**src/hw/rtl/ev_charger_pilot_state_machine_assert.svh**
```systemverilog
// assertion macros for the control pilot rtl
// no dependencies; included by the module that carries assertions, evcp_fsm
`ifndef EV_CHARGER_PILOT_STATE_MACHINE_ASSERT_SVH
`define EV_CHARGER_PILOT_STATE_MACHINE_ASSERT_SVH

// same-cycle implication, disabled during reset
`define EVCP_ASSERT_IMPLIES(lbl, clk, rst, ante, cons) \
  lbl: assert property (@(posedge clk) disable iff (rst) (ante) |-> (cons)) \
    else $error("evcp assertion failed");

// next-cycle implication, disabled during reset
`define EVCP_ASSERT_NEXT(lbl, clk, rst, ante, cons) \
  lbl: assert property (@(posedge clk) disable iff (rst) (ante) |=> (cons)) \
    else $error("evcp assertion failed");

`endif

```
**src/hw/rtl/evcp_pkg.sv**
```systemverilog
// types, constants and helpers for the control pilot state machine
// no dependencies; used by the interface and module rtl files
`default_nettype none

package evcp_pkg;

  // current limits and pause length
  localparam int unsigned MIN_AMPS    = 6;
  localparam int unsigned MAX_AMPS    = 63;
  localparam int unsigned PAUSE_TICKS = 5;

  // field widths
  localparam int LEVEL_W      = 3;
  localparam int STATE_CODE_W = 3;
  localparam int AMPS_W       = 8;
  localparam int REQ_W        = 12;
  localparam int PAUSE_W      = 3;
  localparam int CFG_IDX_W    = 2;
  localparam int CFG_DATA_W   = 12;

  // divide by ten through a reciprocal, exact for values below 16384
  localparam int DIV10_MUL_W = 13;
  localparam int DIV10_SHIFT = 16;
  localparam logic [DIV10_MUL_W-1:0] DIV10_MUL = DIV10_MUL_W'(6554);
  localparam int DIV10_PROD_W = REQ_W + DIV10_MUL_W;
  localparam int DIV10_Q_W    = DIV10_PROD_W - DIV10_SHIFT;

  // configuration register indexes and reset values
  localparam logic [CFG_IDX_W-1:0] CFG_MAX_CURRENT = CFG_IDX_W'(0);
  localparam logic [CFG_IDX_W-1:0] CFG_REQ_CURRENT = CFG_IDX_W'(1);
  localparam logic [AMPS_W-1:0]    MAX_CURRENT_RESET = AMPS_W'(32);
  localparam logic [REQ_W-1:0]     REQ_CURRENT_RESET = REQ_W'(320);

  // sensed pilot levels
  localparam logic [LEVEL_W-1:0] LVL_12V = LEVEL_W'(0);
  localparam logic [LEVEL_W-1:0] LVL_9V  = LEVEL_W'(1);
  localparam logic [LEVEL_W-1:0] LVL_6V  = LEVEL_W'(2);
  localparam logic [LEVEL_W-1:0] LVL_3V  = LEVEL_W'(3);
  localparam logic [LEVEL_W-1:0] LVL_1V  = LEVEL_W'(4);

  // reported state codes
  localparam logic [STATE_CODE_W-1:0] CODE_A = STATE_CODE_W'(0);
  localparam logic [STATE_CODE_W-1:0] CODE_B = STATE_CODE_W'(1);
  localparam logic [STATE_CODE_W-1:0] CODE_C = STATE_CODE_W'(2);
  localparam logic [STATE_CODE_W-1:0] CODE_D = STATE_CODE_W'(3);
  localparam logic [STATE_CODE_W-1:0] CODE_E = STATE_CODE_W'(4);

  // charger state, one-hot
  typedef enum logic [4:0] {
    ST_A = 5'b00001,
    ST_B = 5'b00010,
    ST_C = 5'b00100,
    ST_D = 5'b01000,
    ST_E = 5'b10000
  } charger_state_t;

  // pilot drive
  typedef enum logic [1:0] {
    MODE_HIGH = 2'd0,
    MODE_LOW  = 2'd1,
    MODE_PWM  = 2'd2
  } pilot_mode_t;

  // one result item
  typedef struct packed {
    logic [STATE_CODE_W-1:0] charge_state;
    pilot_mode_t             pilot_mode;
    logic [AMPS_W-1:0]       pilot_amps;
    logic                    relay_closed;
    logic                    pausing;
  } result_t;

  // one-hot state to reported code
  function automatic logic [STATE_CODE_W-1:0] state_code(input charger_state_t s);
    logic [STATE_CODE_W-1:0] c;
    unique case (s)
      ST_A:    c = CODE_A;
      ST_B:    c = CODE_B;
      ST_C:    c = CODE_C;
      ST_D:    c = CODE_D;
      default: c = CODE_E;
    endcase
    return c;
  endfunction

endpackage

`default_nettype wire

```
**src/hw/rtl/evcp_if.sv**
```systemverilog
// valid/ready channels of the control pilot block: tick, result, config write
// depends on evcp_pkg
`default_nettype none

// tick request carrying the sensed pilot level
interface evcp_pilot_if import evcp_pkg::*; ();
  logic               valid;
  logic               ready;
  logic [LEVEL_W-1:0] pilot_level;
  modport source(output valid, pilot_level, input ready);
  modport sink(input valid, pilot_level, output ready);
endinterface

// result request for one tick
interface evcp_result_if import evcp_pkg::*; ();
  logic                    valid;
  logic                    ready;
  logic [STATE_CODE_W-1:0] charge_state;
  logic [1:0]              pilot_mode;
  logic [AMPS_W-1:0]       pilot_amps;
  logic                    relay_closed;
  logic                    pausing;
  modport source(output valid, charge_state, pilot_mode, pilot_amps, relay_closed,
                 pausing, input ready);
  modport sink(input valid, charge_state, pilot_mode, pilot_amps, relay_closed,
               pausing, output ready);
endinterface

// configuration register write
interface evcp_cfg_if import evcp_pkg::*; ();
  logic                  valid;
  logic                  ready;
  logic [CFG_IDX_W-1:0]  index;
  logic [CFG_DATA_W-1:0] data;
  modport source(output valid, index, data, input ready);
  modport sink(input valid, index, data, output ready);
endinterface

`default_nettype wire

```
**src/hw/rtl/ev_charger_pilot_state_machine.sv**
```systemverilog
// Control pilot state machine for an EV charger. Each tick request carries the sensed
// pilot level and yields exactly one result request. A tick is held in an input register
// and, once the output register is free or being drained, handled by a single pass of
// next-state logic over the charger state and pause countdown, whose result lands in an
// output register: a new tick is taken every cycle while the result side is not stalled,
// and its result is presented from the output register once the held tick advances.
// The update of the state registers on each advance sets that rate.
// Configuration writes are always taken and apply to ticks handled after the write.
// depends on evcp_pkg, evcp_if, evcp_cfg and evcp_fsm
`default_nettype none

module ev_charger_pilot_state_machine import evcp_pkg::*; (
  input  wire logic    clk,
  input  wire logic    rst,
  evcp_pilot_if.sink   pilot,
  evcp_result_if.source result,
  evcp_cfg_if.sink     cfg
);

  logic               in_full;
  logic [LEVEL_W-1:0] in_level;
  logic               advance;
  logic               out_valid;
  result_t            out_res;
  result_t            res;
  logic [AMPS_W-1:0]  eff_amps;

  // move the held tick on when the output register is free or being drained
  assign advance     = in_full && (!out_valid || result.ready);
  assign pilot.ready = !in_full || advance;

  // input register
  always_ff @(posedge clk) begin
    if (rst) begin
      in_full <= 1'b0;
    end else if (pilot.valid && pilot.ready) begin
      in_full <= 1'b1;
    end else if (advance) begin
      in_full <= 1'b0;
    end
  end

  always_ff @(posedge clk) begin
    if (pilot.valid && pilot.ready) begin
      in_level <= pilot.pilot_level;
    end
  end

  evcp_cfg u_cfg (
    .clk      (clk),
    .rst      (rst),
    .cfg      (cfg),
    .eff_amps (eff_amps)
  );

  evcp_fsm u_fsm (
    .clk      (clk),
    .rst      (rst),
    .advance  (advance),
    .level    (in_level),
    .eff_amps (eff_amps),
    .res      (res)
  );

  // output register
  always_ff @(posedge clk) begin
    if (rst) begin
      out_valid <= 1'b0;
    end else if (advance) begin
      out_valid <= 1'b1;
    end else if (result.ready) begin
      out_valid <= 1'b0;
    end
  end

  always_ff @(posedge clk) begin
    if (advance) begin
      out_res <= res;
    end
  end

  assign result.valid        = out_valid;
  assign result.charge_state = out_res.charge_state;
  assign result.pilot_mode   = out_res.pilot_mode;
  assign result.pilot_amps   = out_res.pilot_amps;
  assign result.relay_closed = out_res.relay_closed;
  assign result.pausing      = out_res.pausing;

endmodule

`default_nettype wire

```
**src/hw/rtl/evcp_cfg.sv**
```systemverilog
// configuration registers and effective charging current in whole amps
// depends on evcp_pkg and evcp_if
`default_nettype none

module evcp_cfg import evcp_pkg::*; (
  input  wire logic        clk,
  input  wire logic        rst,
  evcp_cfg_if.sink         cfg,
  output logic [AMPS_W-1:0] eff_amps
);

  logic [AMPS_W-1:0]       amps_limit;
  logic [REQ_W-1:0]        req_current;
  logic [AMPS_W-1:0]       max_sat;
  logic [DIV10_PROD_W-1:0] req_prod;
  logic [DIV10_Q_W-1:0]    req_amps;
  logic [DIV10_Q_W-1:0]    req_raised;
  logic [DIV10_Q_W-1:0]    req_capped;

  // writes are always taken
  assign cfg.ready = 1'b1;

  // register writes, unknown indexes ignored
  always_ff @(posedge clk) begin
    if (rst) begin
      amps_limit  <= MAX_CURRENT_RESET;
      req_current <= REQ_CURRENT_RESET;
    end else if (cfg.valid) begin
      if (cfg.index == CFG_MAX_CURRENT) begin
        amps_limit <= cfg.data[AMPS_W-1:0];
      end else if (cfg.index == CFG_REQ_CURRENT) begin
        req_current <= cfg.data[REQ_W-1:0];
      end
    end
  end

  // saturate the maximum, lower bound first
  always_comb begin
    max_sat = amps_limit;
    if (max_sat < AMPS_W'(MIN_AMPS)) max_sat = AMPS_W'(MIN_AMPS);
    if (max_sat > AMPS_W'(MAX_AMPS)) max_sat = AMPS_W'(MAX_AMPS);
  end

  // bounds are whole amps, so clamping after the divide gives the same floor
  assign req_prod = DIV10_PROD_W'(req_current) * DIV10_PROD_W'(DIV10_MUL);
  assign req_amps = req_prod[DIV10_PROD_W-1:DIV10_SHIFT];

  always_comb begin
    req_raised = req_amps;
    if (req_raised < DIV10_Q_W'(MIN_AMPS)) req_raised = DIV10_Q_W'(MIN_AMPS);
    req_capped = req_raised;
    if (req_capped > DIV10_Q_W'(max_sat)) req_capped = DIV10_Q_W'(max_sat);
  end

  assign eff_amps = req_capped[AMPS_W-1:0];

endmodule

`default_nettype wire

```
**src/hw/rtl/evcp_fsm.sv**
```systemverilog
// charger state and pause countdown with next-state and result logic
// depends on evcp_pkg and the assertion macro header
`default_nettype none
`include "ev_charger_pilot_state_machine_assert.svh"

module evcp_fsm import evcp_pkg::*; (
  input  wire logic               clk,
  input  wire logic               rst,
  input  wire logic               advance,
  input  wire logic [LEVEL_W-1:0] level,
  input  wire logic [AMPS_W-1:0]  eff_amps,
  output result_t                 res
);

  charger_state_t       state;
  charger_state_t       state_next;
  logic [PAUSE_W-1:0]   pause_left;
  logic                 pause_busy;
  logic                 load_pause;
  logic                 pwm_active;

  assign pause_busy = (pause_left != '0);
  assign load_pause = advance && !pause_busy && (state_next == ST_E);
  assign pwm_active = (res.pilot_mode == MODE_PWM) && !res.pausing;

  // legal steps, undecoded levels keep the state, everything else goes to E
  always_comb begin
    state_next = state;
    unique case (level)
      LVL_12V: state_next = ST_A;
      LVL_9V: begin
        if (state == ST_B) state_next = ST_B;
        else if (state == ST_A || state == ST_C || state == ST_D) state_next = ST_B;
        else state_next = ST_E;
      end
      LVL_6V: begin
        if (state == ST_C) state_next = ST_C;
        else if (state == ST_B || state == ST_D) state_next = ST_C;
        else state_next = ST_E;
      end
      LVL_3V: begin
        if (state == ST_D) state_next = ST_D;
        else if (state == ST_B || state == ST_C) state_next = ST_D;
        else state_next = ST_E;
      end
      LVL_1V:  state_next = ST_E;
      default: state_next = state;
    endcase
  end

  // state and countdown update, one tick per advance
  always_ff @(posedge clk) begin
    if (rst) begin
      state      <= ST_A;
      pause_left <= '0;
    end else if (advance) begin
      if (pause_busy) begin
        pause_left <= pause_left - PAUSE_W'(1);
      end else begin
        state      <= state_next;
        pause_left <= (state_next == ST_E) ? PAUSE_W'(PAUSE_TICKS) : '0;
      end
    end
  end

  // result of the tick
  always_comb begin
    res              = '0;
    res.pilot_mode   = MODE_HIGH;
    if (pause_busy) begin
      res.charge_state = state_code(state);
      res.pausing      = 1'b1;
      res.pilot_mode   = (pause_left == PAUSE_W'(1)) ? MODE_HIGH : MODE_LOW;
    end else begin
      res.charge_state = state_code(state_next);
      unique case (state_next)
        ST_A: res.pilot_mode = MODE_HIGH;
        ST_B: begin
          res.pilot_mode = MODE_PWM;
          res.pilot_amps = eff_amps;
        end
        ST_C, ST_D: begin
          res.pilot_mode   = MODE_PWM;
          res.pilot_amps   = eff_amps;
          res.relay_closed = 1'b1;
        end
        default: res.pilot_mode = MODE_LOW;
      endcase
    end
  end

  // checks
  `EVCP_ASSERT_IMPLIES(a_pause_only_in_e, clk, rst, pause_left != '0, state == ST_E)
  `EVCP_ASSERT_NEXT(a_e_loads_pause, clk, rst, load_pause, pause_left == PAUSE_W'(PAUSE_TICKS))
  `EVCP_ASSERT_NEXT(a_pause_keeps_state, clk, rst, advance && pause_busy, state == $past(state))
  `EVCP_ASSERT_IMPLIES(a_relay_needs_pwm, clk, rst, res.relay_closed, pwm_active)

endmodule

`default_nettype wire

```
**src/flat_wrapper.sv**
```systemverilog
// flat-port wrapper written by rule: the top's interface ports become plain ports
module ev_charger_pilot_state_machine_flat import evcp_pkg::*;
  (clk, rst, pilot_valid, pilot_pilot_level, pilot_ready, result_valid, result_charge_state, result_pilot_mode, result_pilot_amps, result_relay_closed, result_pausing, result_ready, cfg_valid, cfg_index, cfg_data, cfg_ready);
  evcp_pilot_if pilot_i ();
  evcp_result_if result_i ();
  evcp_cfg_if cfg_i ();
  input  wire logic clk;
  input  wire logic rst;
  input wire logic [$bits(pilot_i.valid)-1:0] pilot_valid;
  input wire logic [$bits(pilot_i.pilot_level)-1:0] pilot_pilot_level;
  output wire logic [$bits(pilot_i.ready)-1:0] pilot_ready;
  output wire logic [$bits(result_i.valid)-1:0] result_valid;
  output wire logic [$bits(result_i.charge_state)-1:0] result_charge_state;
  output wire logic [$bits(result_i.pilot_mode)-1:0] result_pilot_mode;
  output wire logic [$bits(result_i.pilot_amps)-1:0] result_pilot_amps;
  output wire logic [$bits(result_i.relay_closed)-1:0] result_relay_closed;
  output wire logic [$bits(result_i.pausing)-1:0] result_pausing;
  input wire logic [$bits(result_i.ready)-1:0] result_ready;
  input wire logic [$bits(cfg_i.valid)-1:0] cfg_valid;
  input wire logic [$bits(cfg_i.index)-1:0] cfg_index;
  input wire logic [$bits(cfg_i.data)-1:0] cfg_data;
  output wire logic [$bits(cfg_i.ready)-1:0] cfg_ready;
  assign pilot_i.valid = pilot_valid;
  assign pilot_i.pilot_level = pilot_pilot_level;
  assign pilot_ready = pilot_i.ready;
  assign result_valid = result_i.valid;
  assign result_charge_state = result_i.charge_state;
  assign result_pilot_mode = result_i.pilot_mode;
  assign result_pilot_amps = result_i.pilot_amps;
  assign result_relay_closed = result_i.relay_closed;
  assign result_pausing = result_i.pausing;
  assign result_i.ready = result_ready;
  assign cfg_i.valid = cfg_valid;
  assign cfg_i.index = cfg_index;
  assign cfg_i.data = cfg_data;
  assign cfg_ready = cfg_i.ready;
  ev_charger_pilot_state_machine u_core (.clk(clk), .rst(rst), .pilot(pilot_i), .result(result_i), .cfg(cfg_i));
endmodule
```
**config.mk**
```make
export PLATFORM = sky130hd
export DESIGN_NAME = ev_charger_pilot_state_machine_flat
export DESIGN_NICKNAME = d
export VERILOG_FILES = /design/src/hw/rtl/evcp_pkg.sv /design/src/hw/rtl/evcp_if.sv /design/src/hw/rtl/ev_charger_pilot_state_machine.sv /design/src/hw/rtl/evcp_cfg.sv /design/src/hw/rtl/evcp_fsm.sv /design/src/flat_wrapper.sv
export VERILOG_INCLUDE_DIRS = /design/src /design/src/hw/rtl
export SDC_FILE = /design/constraint.sdc
export NUM_CORES = 1
export LEC_CHECK = 0
export BUFFER_PORTS_ARGS = -buffer_cell sky130_fd_sc_hd__buf_2
export CAP_MARGIN = 20
export CORE_UTILIZATION = 30
export CTS_CLUSTER_SIZE = 16
export DETAILED_ROUTE_END_ITERATION = 10
export HOLD_SLACK_MARGIN = 0.05
export SYNTH_ARGS = -nofsm -noshare
export SYNTH_HDL_FRONTEND = slang
export SYNTH_SLANG_ARGS = --single-unit
```
**constraint.sdc**
```tcl
create_clock -name clk -period 8 [get_ports clk]
set_input_delay 1.6 -clock clk [delete_from_list [all_inputs] [get_ports clk]]
set_output_delay 1.6 -clock clk [all_outputs]
set_load 0.02 [all_outputs]
```
* After elaboration in Yosys (flattened, before gate mapping) *
Index checks and enable logic that the tools add are counted.

storage, ports and cells
  word-level logic and storage cells = 81
  input port bits = 22
  output and inout bits = 18
  register bits after elaboration = 48

operators by class
  reduce and logical (&&, ||, !) cells = 21
  magnitude comparators = 4
  add/subtract/negate cells = 1
  multipliers = 1
  eq/ne operators = 15
  multiplexer cells = 24
  bitwise operators = 3

operators by type and width
  operator                number
  $mux 5                  7
  $pmux 5 s5              1
  $mul 12x12->24 const B  1
  $mux 8                  3
  $pmux 3 s4              2
  $eq 5x1->1 const B      2
  $eq 5x2->1 const B      2
  $eq 5x3->1 const B      2
  $eq 5x4->1 const B      2
  $gt 9x8->1              1
  $lt 9x3->1 const B      1
  $mux 9                  1
  $gt 8x6->1 const B      1
  $lt 8x3->1 const B      1
  $mux 1                  7
  $eq 3x1->1 const B      2
  $eq 3x2->1 const B      2
  $logic_or 1x1->1        6
  $mux 3                  2
  $eq 5x5->1 const B      1
  $pmux 2 s2              1
  $reduce_and 2->1        2
  $reduce_bool 2->1       2
  $reduce_or 2->1         2
  other kinds (11)        15

* Logic depth before layout (Yosys ltp) *
Gate-level depths: netlist of run 1.

  depth in word-level cells = 10
  mapped depth = 26
  gate-level depth less buffers = 25

* Modules after synthesis *
A second synthesis of run 1 with hierarchy kept.

second synthesis, totals
  cell total of the unflattened synthesis = 593
  area, all modules = 5560.3 um^2

by module, submodules not included
  module                          area each (um^2)  cells each  times used  sequential area each (um^2)
  evcp_cfg                        3907.5            437         1           400.4
  evcp_fsm                        1008.5            128         1           160.2
  ev_charger_pilot_state_machine  644.4             28          1           580.6

* Worst setup path before layout of run 1 *
Ideal clock, no wire load.

  path type = register to register
  start = register u_core.u_cfg.req_current[6]
  end = register u_core.out_res (netlist bit u_core.result.pilot_amps[3]) (data pin)
  data arrival time = 6372 ps
  path buffers = 1
  clock period less this slack = 6628 ps
  data required time = 7744 ps
  cell stages (with the launch flop) = 27
  library setup time = 256 ps
  slack = 1372 ps
  cell sequence = dfxtp_1 ha_1 inv_1 fa_1 inv_1 fa_1 fa_1 inv_1 fa_1 inv_1 ha_1 and4_1 and3_4 a211o_1 buf_6 a221o_2 xor2_2 nand4_2 nand2_1 ha_1 nor2b_1 o21a_1 o21ai_0 a21oi_1 o31ai_1 nand2_2 o211a_1

on the way
  word-level cells in the longest chain between the ends = 5

RTL lines
  what                      line                                  source
  start: declaration        evcp_cfg.sv:13                        logic [REQ_W-1:0] req_current;
  start signal: assignment  evcp_cfg.sv:32                        req_current <= cfg.data[REQ_W-1:0];
  $mul 12x12->24 (*)        evcp_cfg.sv:45                        assign req_prod = DIV10_PROD_W'(req_current) * DIV10_PROD_W'(DIV10_MUL);
  $lt 9x3->1                evcp_cfg.sv:50                        if (req_raised < DIV10_Q_W'(MIN_AMPS)) req_raised = DIV10_Q_W'(MIN_AMPS);
  $mux 9 (*)                evcp_cfg.sv:50
  $gt 9x8->1                evcp_cfg.sv:52                        if (req_capped > DIV10_Q_W'(max_sat)) req_capped = DIV10_Q_W'(max_sat);
  $mux 8 (*)                evcp_cfg.sv:52
  end signal: assignment    ev_charger_pilot_state_machine.sv:78  out_res <= res;
  end: declaration          ev_charger_pilot_state_machine.sv:24  result_t out_res;

Every way passes the cells marked *; elsewhere a longest branch is shown, timed or not.
A chain may end at the register's enable or synchronous reset.

* Worst setup path after layout of run 1 *
  start = register u_core.u_cfg.req_current[7]
  end = register u_core.out_res (netlist bit u_core.result.pilot_amps[3]) (data pin)

The elaborated chain is that of the path after synthesis.

==> flow_summary.json, run 1 <==
{
  "grt_overflow": 0,
  "setup_violations": 0,
  "drive_gt1_share_pct": 11.4,
  "critPathCaptureType": "register",
  "synth-seq-cells": 48,
  "synth_fa_ha_area_share_pct": 36.4,
  "status": "complete, no violations",
  "syn-mean-instance-area_um2": 9.23,
  "crit_path_top_delay_cell": "fa_1",
  "vias_per_cell": 4.81,
  "ir_drop_v": 0.0000870,
  "synth_compound_area_share_pct": 14.9,
  "synth_top_cell_by_area": "ha_1",
  "synth_top_area_share_pct": 22.4,
  "layout_common_cells": "inv_1, ha_1, nand2_1",
  "layout_commonest_cell": "inv_1",
  "cts_buffers": 5,
  "cts_sinks": 48,
  "antenna_found_initial": 0,
  "synth_area_leaders": "ha_1, fa_1, dfxtp_1",
  "hold_buffers": 0,
  "maxCapViolations": 0,
  "crit_type": "register to register",
  "cts_tree": "done",
  "dp_hpwl_um": 9360,
  "worstReg2RegStart": "u_core.u_cfg.req_current[7]$_SDFFE_PP0P_",
  "synth_mux_area_share_pct": 1.93,
  "ff2ff_path_depth": 25,
  "required_ns": 8.03,
  "yosysWarnings": 0,
  "netlist_area_um2": 5310,
  "setup_tns_ns": 0,
  "swShare_pct": 42.0,
  "num_rows": 48,
  "p_switching_w": 0.000440,
  "tightest_slew_ns": 0.724,
  "fmax_mhz": 141,
  "slew_headroom_pct": 51.7,
  "antenna_cells": 0,
  "slew_viol_final": 0,
  "power.share.clock_pct": 19.2,
  "critPathBufInv": 4,
  "hp-class": "register to register",
  "drtPass1Iterations": 4,
  "cp_max_fo": 8,
  "finClkSkew_ns": 0.00927,
  "start_util_pct": 30.7,
  "die_y_um": 135,
  "io-pin-count": 40,
  "rsz0062_at_grt": "no",
  "crit_path_start": "u_core.u_cfg.req_current[7]$_SDFFE_PP0P_",
  "post-route-util_pct": 33.7,
  "cts-root-buf": "clkbuf_16",
  "first_global_vias": 3815,
  "critical_path_depth": 25,
  "seqPwrFrac_pct": 26.5,
  "hold-worst-slack_ns": 0.524,
  "wl_um": 11000,
  "clkLatencyLatePin_ns": 0.29,
  "ys_types": 77,
  "nets": 760,
  "yosysSeqAreaShare_pct": 21.5,
  "finalCritPeriodShare_pct": 88.9,
  "post-route-min-period_ns": 7.11,
  "powerDensity_nw_per_um2": 180,
  "io_buffers": 38,
  "drc": 0,
  "synth_cells": 575,
  "ant_nets": 0,
  "postCtsSetupBuffers": 0,
  "cts_max_level": 2,
  "coreArea_um2": 17300,
  "drt-initial-drc-count": 181,
  "synthSimpleGateAreaFrac_pct": 13.1,
  "synth_edf_count": 18,
  "synth_xor_xnor_area_share_pct": 2.95,
  "num_vias": 3998,
  "path_clk_slew_ns": 0.06,
  "place.gp.congestion": 0.828,
  "cts_buffer_depth": 2,
  "cts_resized": 0,
  "critPathCapture": "u_core.result.pilot_amps[3]$_SDFFCE_PP0P_",
  "intPower_w": 0.000607,
  "die_width_um": 135,
  "crit_arrival_ns": 7.14,
  "postSynth.asyncResetShare_pct": 0,
  "combinationalPowerShare_pct": 54.3,
  "startpoint_type": "register",
  "syn_to_final_growth_pct": 9.79,
  "drt-wirelength-per-cell_um": 13.2,
  "leakagePower_nw": 2.87,
  "synth_top_family_by_area": "adder cells",
  "grt_usage_pct": 12.9,
  "power_w": 0.00105,
  "grt_max_degree": 31,
  "hold_viol_final": 0,
  "die_area_um2": 18200,
  "grt_pass1_wl_um": 18800,
  "critPathTopFamily": "adder cells",
  "yosys_most_used_dff": "dfxtp_1",
  "reg2reg_to": "u_core.result.pilot_amps[3]$_SDFFCE_PP0P_",
  "max_stage_delay_ns": 0.54,
  "min_path_cells": 2,
  "rrSetupSlack_ns": 0.89
}
registers in the layout (all words and copies together), names as in the netlist, 2 cells and up:
name	flops
u_core.u_fsm.state	5
u_core.in_level	3
u_core.u_cfg.amps_limit	8
u_core.u_cfg.req_current	12
u_core.u_fsm.pause_left	3
u_core.result.charge_state	3
u_core.result.pilot_mode	2
u_core.result.pilot_amps	8
layout make-up:
cell class / instances / area (um^2)
clock buffer: 6 / 129
clock inverter: 2 / 11.3
multi-input combinational: 411 / 3680
inverter: 101 / 380
tap: 225 / 282
fill: 1798 / 11500
sequential: 48 / 1140
timing repair buffer: 39 / 198
power groups by stage:
stage                     registers [W]  clock network [W]  logic (W)
final                          0.000277           0.000202   0.000568
after global routing           0.000280           0.000219   0.000650
after CTS                      0.000278           0.000206   0.000568
after detailed placement       0.000283                  0   0.000563
after global placement         0.000283                  0   0.000567
after floorplan                0.000285                  0   0.000449
stage by stage:
step	cell area (um^2)	cells	setup slack (ns)
after floorplan	5310	577	1.37
after global placement	5690	824	1.07
after detailed placement	5690	824	0.893
after CTS	5830	832	0.896
after global routing	5830	832	0.415
final	5830	832	0.889
metal layers:
metal  share of wire, %  vias up  routed length (um)  global-route usage (%)
met5                  0        -                   0                       0
met4               0.44        0                  48                    1.69
met3                3.7        5                 402                    2.06
met2                 43       73                4740                    19.3
met1                 53     1884                5820                    19.7
li1                   -     2036                   -                       -
synth_stat cells, drive strengths merged, types with 6 or more instances:
library cell	instances
nor2	31
inv	100
a211oi	7
nor3	12
and2	6
xor2	13
dfxtp	30
fa	37
nand4	8
mux2i	8
buf	10
o21ai	23
ha	95
edfxtp	18
clkbuf	7
nand2	50
a21oi	33
how the worst min path moves through the flow:
stage / endpoint / startpoint / slack [ns]
2_1_floorplan: u_core.u_cfg.amps_limit[0]$_SDFFE_PP0P_ / u_core.u_cfg.amps_limit[0]$_SDFFE_PP0P_ / 0.46
3_3_place_gp: u_core.u_fsm.pause_left[1]$_SDFFE_PP0P_ / u_core.u_fsm.pause_left[1]$_SDFFE_PP0P_ / 0.50
3_5_place_dp: u_core.u_fsm.pause_left[1]$_SDFFE_PP0P_ / u_core.u_fsm.pause_left[1]$_SDFFE_PP0P_ / 0.51
4_1_cts: u_core.u_fsm.pause_left[1]$_SDFFE_PP0P_ / u_core.u_fsm.pause_left[1]$_SDFFE_PP0P_ / 0.52
5_1_grt: u_core.u_cfg.amps_limit[0]$_SDFFE_PP0P_ / u_core.u_cfg.amps_limit[0]$_SDFFE_PP0P_ / 0.56
6_report: u_core.u_fsm.pause_left[1]$_SDFFE_PP0P_ / u_core.u_fsm.pause_left[1]$_SDFFE_PP0P_ / 0.52
logic make-up after synthesis:
| group | after synthesis |
|---|---|
| XOR/XNOR | 17 |
| adder cells (fa/ha/maj) | 132 |
| other | 1 |
| multiplexers | 10 |
| buffers and inverters | 118 |
| AO/OA/AOI/OAI | 109 |
| AND/OR/NAND/NOR | 140 |
| flip-flops | 48 |
worst min-delay path: cells and delay by family, from the launching register on:
kind	cells	cell delay [ns]
flip-flops	1	0.33
AO/OA/AOI/OAI	2	0.14
No activity file was read; power rests on OpenSTA's default activity.
==> run 2: changes to the inputs <==
--- a/config.mk
+++ b/config.mk
@@ -8,7 +8,7 @@
 export LEC_CHECK = 0
 export BUFFER_PORTS_ARGS = -buffer_cell sky130_fd_sc_hd__buf_2
 export CAP_MARGIN = 20
-export CORE_UTILIZATION = 30
+export CORE_UTILIZATION = 29
 export CTS_CLUSTER_SIZE = 16
 export DETAILED_ROUTE_END_ITERATION = 10
 export HOLD_SLACK_MARGIN = 0.05
==> flow_summary.json, run 2 (synthesis gave the netlist of run 1 again) <==
{
  "setup_tns_ns": 0,
  "io-pin-count": 40,
  "num_rows": 49,
  "coreArea_um2": 18000,
  "cts_resized": 0,
  "place_ws_ns": 0.933,
  "dp_hpwl_um": 9140,
  "rsz0062_at_grt": "no",
  "dpl_cell_area_um2": 5690,
  "grt_overflow": 0,
  "maxCapViolations": 0,
  "die_width_um": 137,
  "p_switching_w": 0.000442,
  "path_clk_slew_ns": 0.07,
  "vias_per_cell": 4.72,
  "setup_violations": 0,
  "powerDensity_nw_per_um2": 181,
  "first_global_vias": 3633,
  "slew_headroom_pct": 52.8,
  "seqPwrFrac_pct": 26.2,
  "ant_nets": 0,
  "drt-wirelength-per-cell_um": 13.0,
  "startpoint_type": "register",
  "cts_tree": "done",
  "finalWorstSetupSlack_ns": 0.953,
  "crit_arrival_ns": 7.09,
  "io_buffers": 38,
  "hold_buffers": 0,
  "nets": 760,
  "violations": "design-rule violations",
  "top_register": "u_core.u_cfg.req_current",
  "post-route-min-period_ns": 7.05,
  "fmax_mhz": 142,
  "postCtsSetupBuffers": 0,
  "grt_max_degree": 31,
  "antenna_cells": 0,
  "largest_register_ffs": 12,
  "cp_max_fo": 8,
  "swShare_pct": 41.7,
  "crit_path_top_delay_cell": "fa_1",
  "num_vias": 3947,
  "die_y_um": 137,
  "drt-initial-drc-count": 163,
  "layout_common_cells": "inv_1, ha_1, nand2_1",
  "clkLatencyLatePin_ns": 0.29,
  "crit_type": "register to register",
  "cts_buffers": 5,
  "grt_pass1_wl_um": 18300,
  "max_stage_delay_ns": 0.54,
  "hold_viol_final": 0,
  "grt_usage_pct": 12.3,
  "die_area_um2": 18800,
  "cts_sinks": 48,
  "required_ns": 8.05,
  "finalCritPeriodShare_pct": 88.1,
  "drtPass1Iterations": 7,
  "hp-class": "register to register",
  "power.share.clock_pct": 20.5,
  "cts_max_level": 2,
  "combinationalPowerShare_pct": 53.3,
  "intPower_w": 0.000617,
  "critPathCaptureType": "register",
  "fill_cells": 1853,
  "final_cell_area_um2": 5840,
  "status": "complete, but fails checks",
  "place.gp.congestion": 0.871,
  "leakagePower_nw": 2.87,
  "layout_commonest_cell": "inv_1",
  "cts_buffer_depth": 2,
  "wl_um": 10900,
  "seqCellArea_um2": 1140,
  "drc": 1,
  "multi_input_area_um2": 3680,
  "drive_gt1_share_pct": 11.5,
  "ir_drop_v": 0.000101,
  "syn_to_final_growth_pct": 10.1,
  "start_util_pct": 29.5,
  "finClkSkew_ns": 0.00494,
  "slew_viol_final": 0,
  "tightest_slew_ns": 0.707,
  "antenna_found_initial": 0,
  "cts-root-buf": "clkbuf_16"
}
run 2: worst paths after layout:
| path | cells after the start | end | slack, ns | start |
|---|---|---|---|---|
| setup / recovery | 25 | u_core.result.pilot_amps[3]$_SDFFCE_PP0P_ | 0.95 | u_core.u_cfg.req_current[7]$_SDFFE_PP0P_ |
| hold / removal | 2 | u_core.result.valid$_SDFFE_PP0P_ | 0.52 | u_core.in_full$_SDFFE_PP0P_ |
| setup reg to reg | 25 | u_core.result.pilot_amps[3]$_SDFFCE_PP0P_ | 0.95 | u_core.u_cfg.req_current[7]$_SDFFE_PP0P_ |
| hold reg to reg | 2 | u_core.result.valid$_SDFFE_PP0P_ | 0.52 | u_core.in_full$_SDFFE_PP0P_ |
run 2: cell type report:
cell class                      count  area share, %
Clock buffer                        6           2.38
Clock inverter                      2          0.214
Inverter                          101           6.51
Multi-Input combinational cell    411           63.1
Sequential cell                    48           19.5
Tap cell                          229           4.90
Timing Repair Buffer               39           3.38
run 2: worst max-delay path: cells and delay by family (launching register included):
kind | cells | cell delay [ns]
compound gates | 7 | 1.90
xor+xnor | 1 | 0.24
fa+ha+maj | 7 | 2.99
buf+inv | 4 | 0.21
flops | 1 | 0.38
simple gates | 6 | 1.06
run 2: through the flow:
step / hold WS [ns] / utilization, % / power [W] / instances
CTS: 0.518 / 32.5 / 0.00107 / 836
finish: 0.518 / 32.5 / 0.00106 / 836
global placement: 0.505 / 31.7 / 0.000849 / 828
detailed placement: 0.505 / 31.7 / 0.000845 / 828
global route: 0.552 / 32.5 / 0.00116 / 836
floorplan: 0.460 / - / 0.000734 / 577
run 2: power groups by stage:
stage	Clock [W]	Sequential, W	Combinational, W
2_1_floorplan	0	0.000285	0.000449
3_3_place_gp	0	0.000283	0.000566
3_5_place_dp	0	0.000283	0.000562
4_1_cts	0.000223	0.000278	0.000568
5_1_grt	0.000233	0.000279	0.000647
6_report	0.000217	0.000278	0.000565
run 2: routing by layer:
layer	routed length, um	vias up	track usage (%)	share of wire [%]
met5	0	-	0	0
met3	490	7	2.39	4.5
met2	4620	73	18.2	42
li1	-	2047	-	-
met1	5720	1820	18.5	53
met4	65	0	2.32	0.60
==> run 3: changes to the inputs <==
==> constraint.sdc (replaced) <==
create_clock -name clk -period 7.55 [get_ports clk]
set_input_delay 1.51 -clock clk [delete_from_list [all_inputs] [get_ports clk]]
set_output_delay 1.51 -clock clk [all_outputs]
set_load 0.02 [all_outputs]
==> flow_summary.json, run 3 (synthesis gave the netlist of run 1 again) <==
{
  "clkLatencyLatePin_ns": 0.30,
  "violations": "design-rule violations",
  "slew_headroom_pct": 52.6,
  "ir_drop_v": 0.000107,
  "io_buffers": 38,
  "antenna_found_initial": 0,
  "cts_max_level": 2,
  "grt_usage_pct": 12.1,
  "maxCapViolations": 0,
  "cts_resized": 0,
  "hold-path-endpoint": "u_core.result.valid$_SDFFE_PP0P_",
  "cts_tree": "done",
  "die_area_um2": 18800,
  "grt_max_degree": 31,
  "placedCellCount": 828,
  "critPathCaptureType": "register",
  "cts_buffer_depth": 2,
  "syn_to_final_growth_pct": 10.4,
  "wl_um": 10900,
  "top_register": "u_core.u_cfg.req_current",
  "min_path_cells": 2,
  "rsz0062_at_grt": "no",
  "nets": 760,
  "cts_sinks": 48,
  "grt_overflow": 0,
  "vias_per_cell": 4.72,
  "die_y_um": 137,
  "crit_type": "register to register",
  "coreArea_um2": 18000,
  "ant_nets": 0,
  "setup_violations": 0,
  "drt-wirelength-per-cell_um": 13.0,
  "io-pin-count": 40,
  "crit_arrival_ns": 7.09,
  "path_clk_slew_ns": 0.07,
  "finClkSkew_ns": 0.00713,
  "slew_viol_final": 0,
  "drc": 1,
  "cts_buffers": 5,
  "worstReg2RegStart": "u_core.u_cfg.req_current[7]$_SDFFE_PP0P_",
  "antenna_cells": 0,
  "reg2reg_to": "u_core.result.pilot_amps[3]$_SDFFCE_PP0P_",
  "powerDensity_nw_per_um2": 195,
  "startpoint_type": "register",
  "num_vias": 3946,
  "num_rows": 49,
  "place.gp.congestion": 0.871,
  "status": "complete, but fails checks",
  "cts-root-buf": "clkbuf_16",
  "drtPass1Iterations": 7,
  "dp_hpwl_um": 9150,
  "hp-start": "u_core.in_full$_SDFFE_PP0P_",
  "hold_buffers": 0,
  "hold_viol_final": 0,
  "die_width_um": 137,
  "ff2ff_path_depth": 25,
  "cp_max_fo": 8,
  "tightest_slew_ns": 0.710,
  "layout_common_cells": "inv_1, ha_1, nand2_1",
  "leakagePower_nw": 2.88,
  "layout_commonest_cell": "inv_1",
  "first_global_vias": 3684,
  "largest_register_ffs": 12,
  "fmax_mhz": 142,
  "setup_tns_ns": 0,
  "required_ns": 7.60,
  "hp-class": "register to register",
  "grt_pass1_wl_um": 18000,
  "rrSetupSlack_ns": 0.51,
  "start_util_pct": 29.5,
  "drive_gt1_share_pct": 11.5,
  "drt-initial-drc-count": 226,
  "post-route-min-period_ns": 7.04,
  "finalCritPeriodShare_pct": 93.3,
  "postCtsSetupBuffers": 0,
  "fin_cells": 836
}
## run 3: cell counts in the layout (fill, tap and decap cells not counted)
No cell type changed its count.
## run 3: critical path, cell delays in order (launching register included)
cell	delay (ns)
dfxtp_1	0.38
ha_1	0.30
inv_1	0.08
fa_1	0.53
inv_1	0.05
fa_1	0.50
fa_1	0.54
inv_1	0.05
fa_1	0.53
inv_1	0.04
ha_1	0.36
and4_1	0.20
and3_4	0.18
a211o_1	0.39
a221o_2	0.45
xor2_2	0.24
nand4_2	0.22
nand2_1	0.13
ha_1	0.24
nor2b_1	0.13
o21a_1	0.16
o21ai_0	0.14
a21oi_1	0.11
o31ai_1	0.40
nand2_2	0.21
o211a_1	0.26
## run 3: final cells by class
type | count | area (um^2)
tap | 229 | 287
clock inverter | 2 | 15.0
fill | 1861 | 12100
multi-input combinational | 411 | 3680
clock buffer | 6 | 150
sequential | 48 | 1140
timing repair buffer | 39 | 198
inverter | 101 | 380
## run 3: per-layer routing
layer | vias up | share of wire (%) | GRT usage [%]
met3 | 4 | 2.4 | 2.02
met1 | 1837 | 54 | 18.1
li1 | 2045 | - | -
met2 | 60 | 44 | 18.3
met5 | - | 0 | 0
met4 | 0 | 0.31 | 2.08
## run 3: worst max path at each step
stage          cells after the start                                         to  slack (ns)                                startpoint
2_1_floorplan                     26  u_core.result.pilot_amps[3]$_SDFFCE_PP0P_        0.92  u_core.u_cfg.req_current[6]$_SDFFE_PP1P_
3_3_place_gp                      25  u_core.result.pilot_amps[3]$_SDFFCE_PP0P_        0.63  u_core.u_cfg.req_current[7]$_SDFFE_PP0P_
3_5_place_dp                      25  u_core.result.pilot_amps[3]$_SDFFCE_PP0P_        0.50  u_core.u_cfg.req_current[7]$_SDFFE_PP0P_
4_1_cts                           25  u_core.result.pilot_amps[3]$_SDFFCE_PP0P_        0.49  u_core.u_cfg.req_current[7]$_SDFFE_PP0P_
5_1_grt                           25  u_core.result.pilot_amps[3]$_SDFFCE_PP0P_        0.09  u_core.u_cfg.req_current[6]$_SDFFE_PP1P_
6_report                          25  u_core.result.pilot_amps[3]$_SDFFCE_PP0P_        0.51  u_core.u_cfg.req_current[7]$_SDFFE_PP0P_
## run 3: stage by stage
stage / hold slack, ns / power, W / setup slack [ns] / util [%] / cell area [um^2]
final: 0.518 / 0.00114 / 0.508 / 32.6 / 5860
after global routing: 0.559 / 0.00124 / 0.0921 / 32.6 / 5860
after CTS: 0.519 / 0.00115 / 0.495 / 32.6 / 5860
after detailed placement: 0.509 / 0.000895 / 0.502 / 31.7 / 5690
after global placement: 0.505 / 0.000900 / 0.631 / 31.7 / 5690
after floorplan: 0.460 / 0.000778 / 0.922 / - / 5310
## run 3: power breakdown
| part | internal, W | switching, W |
|---|---|---|
| logic | 0.000239 | 0.000361 |
| registers | 0.000282 | 0.0000122 |
| clock network | 0.000144 | 0.000102 |
| total | 0.000665 | 0.000475 |
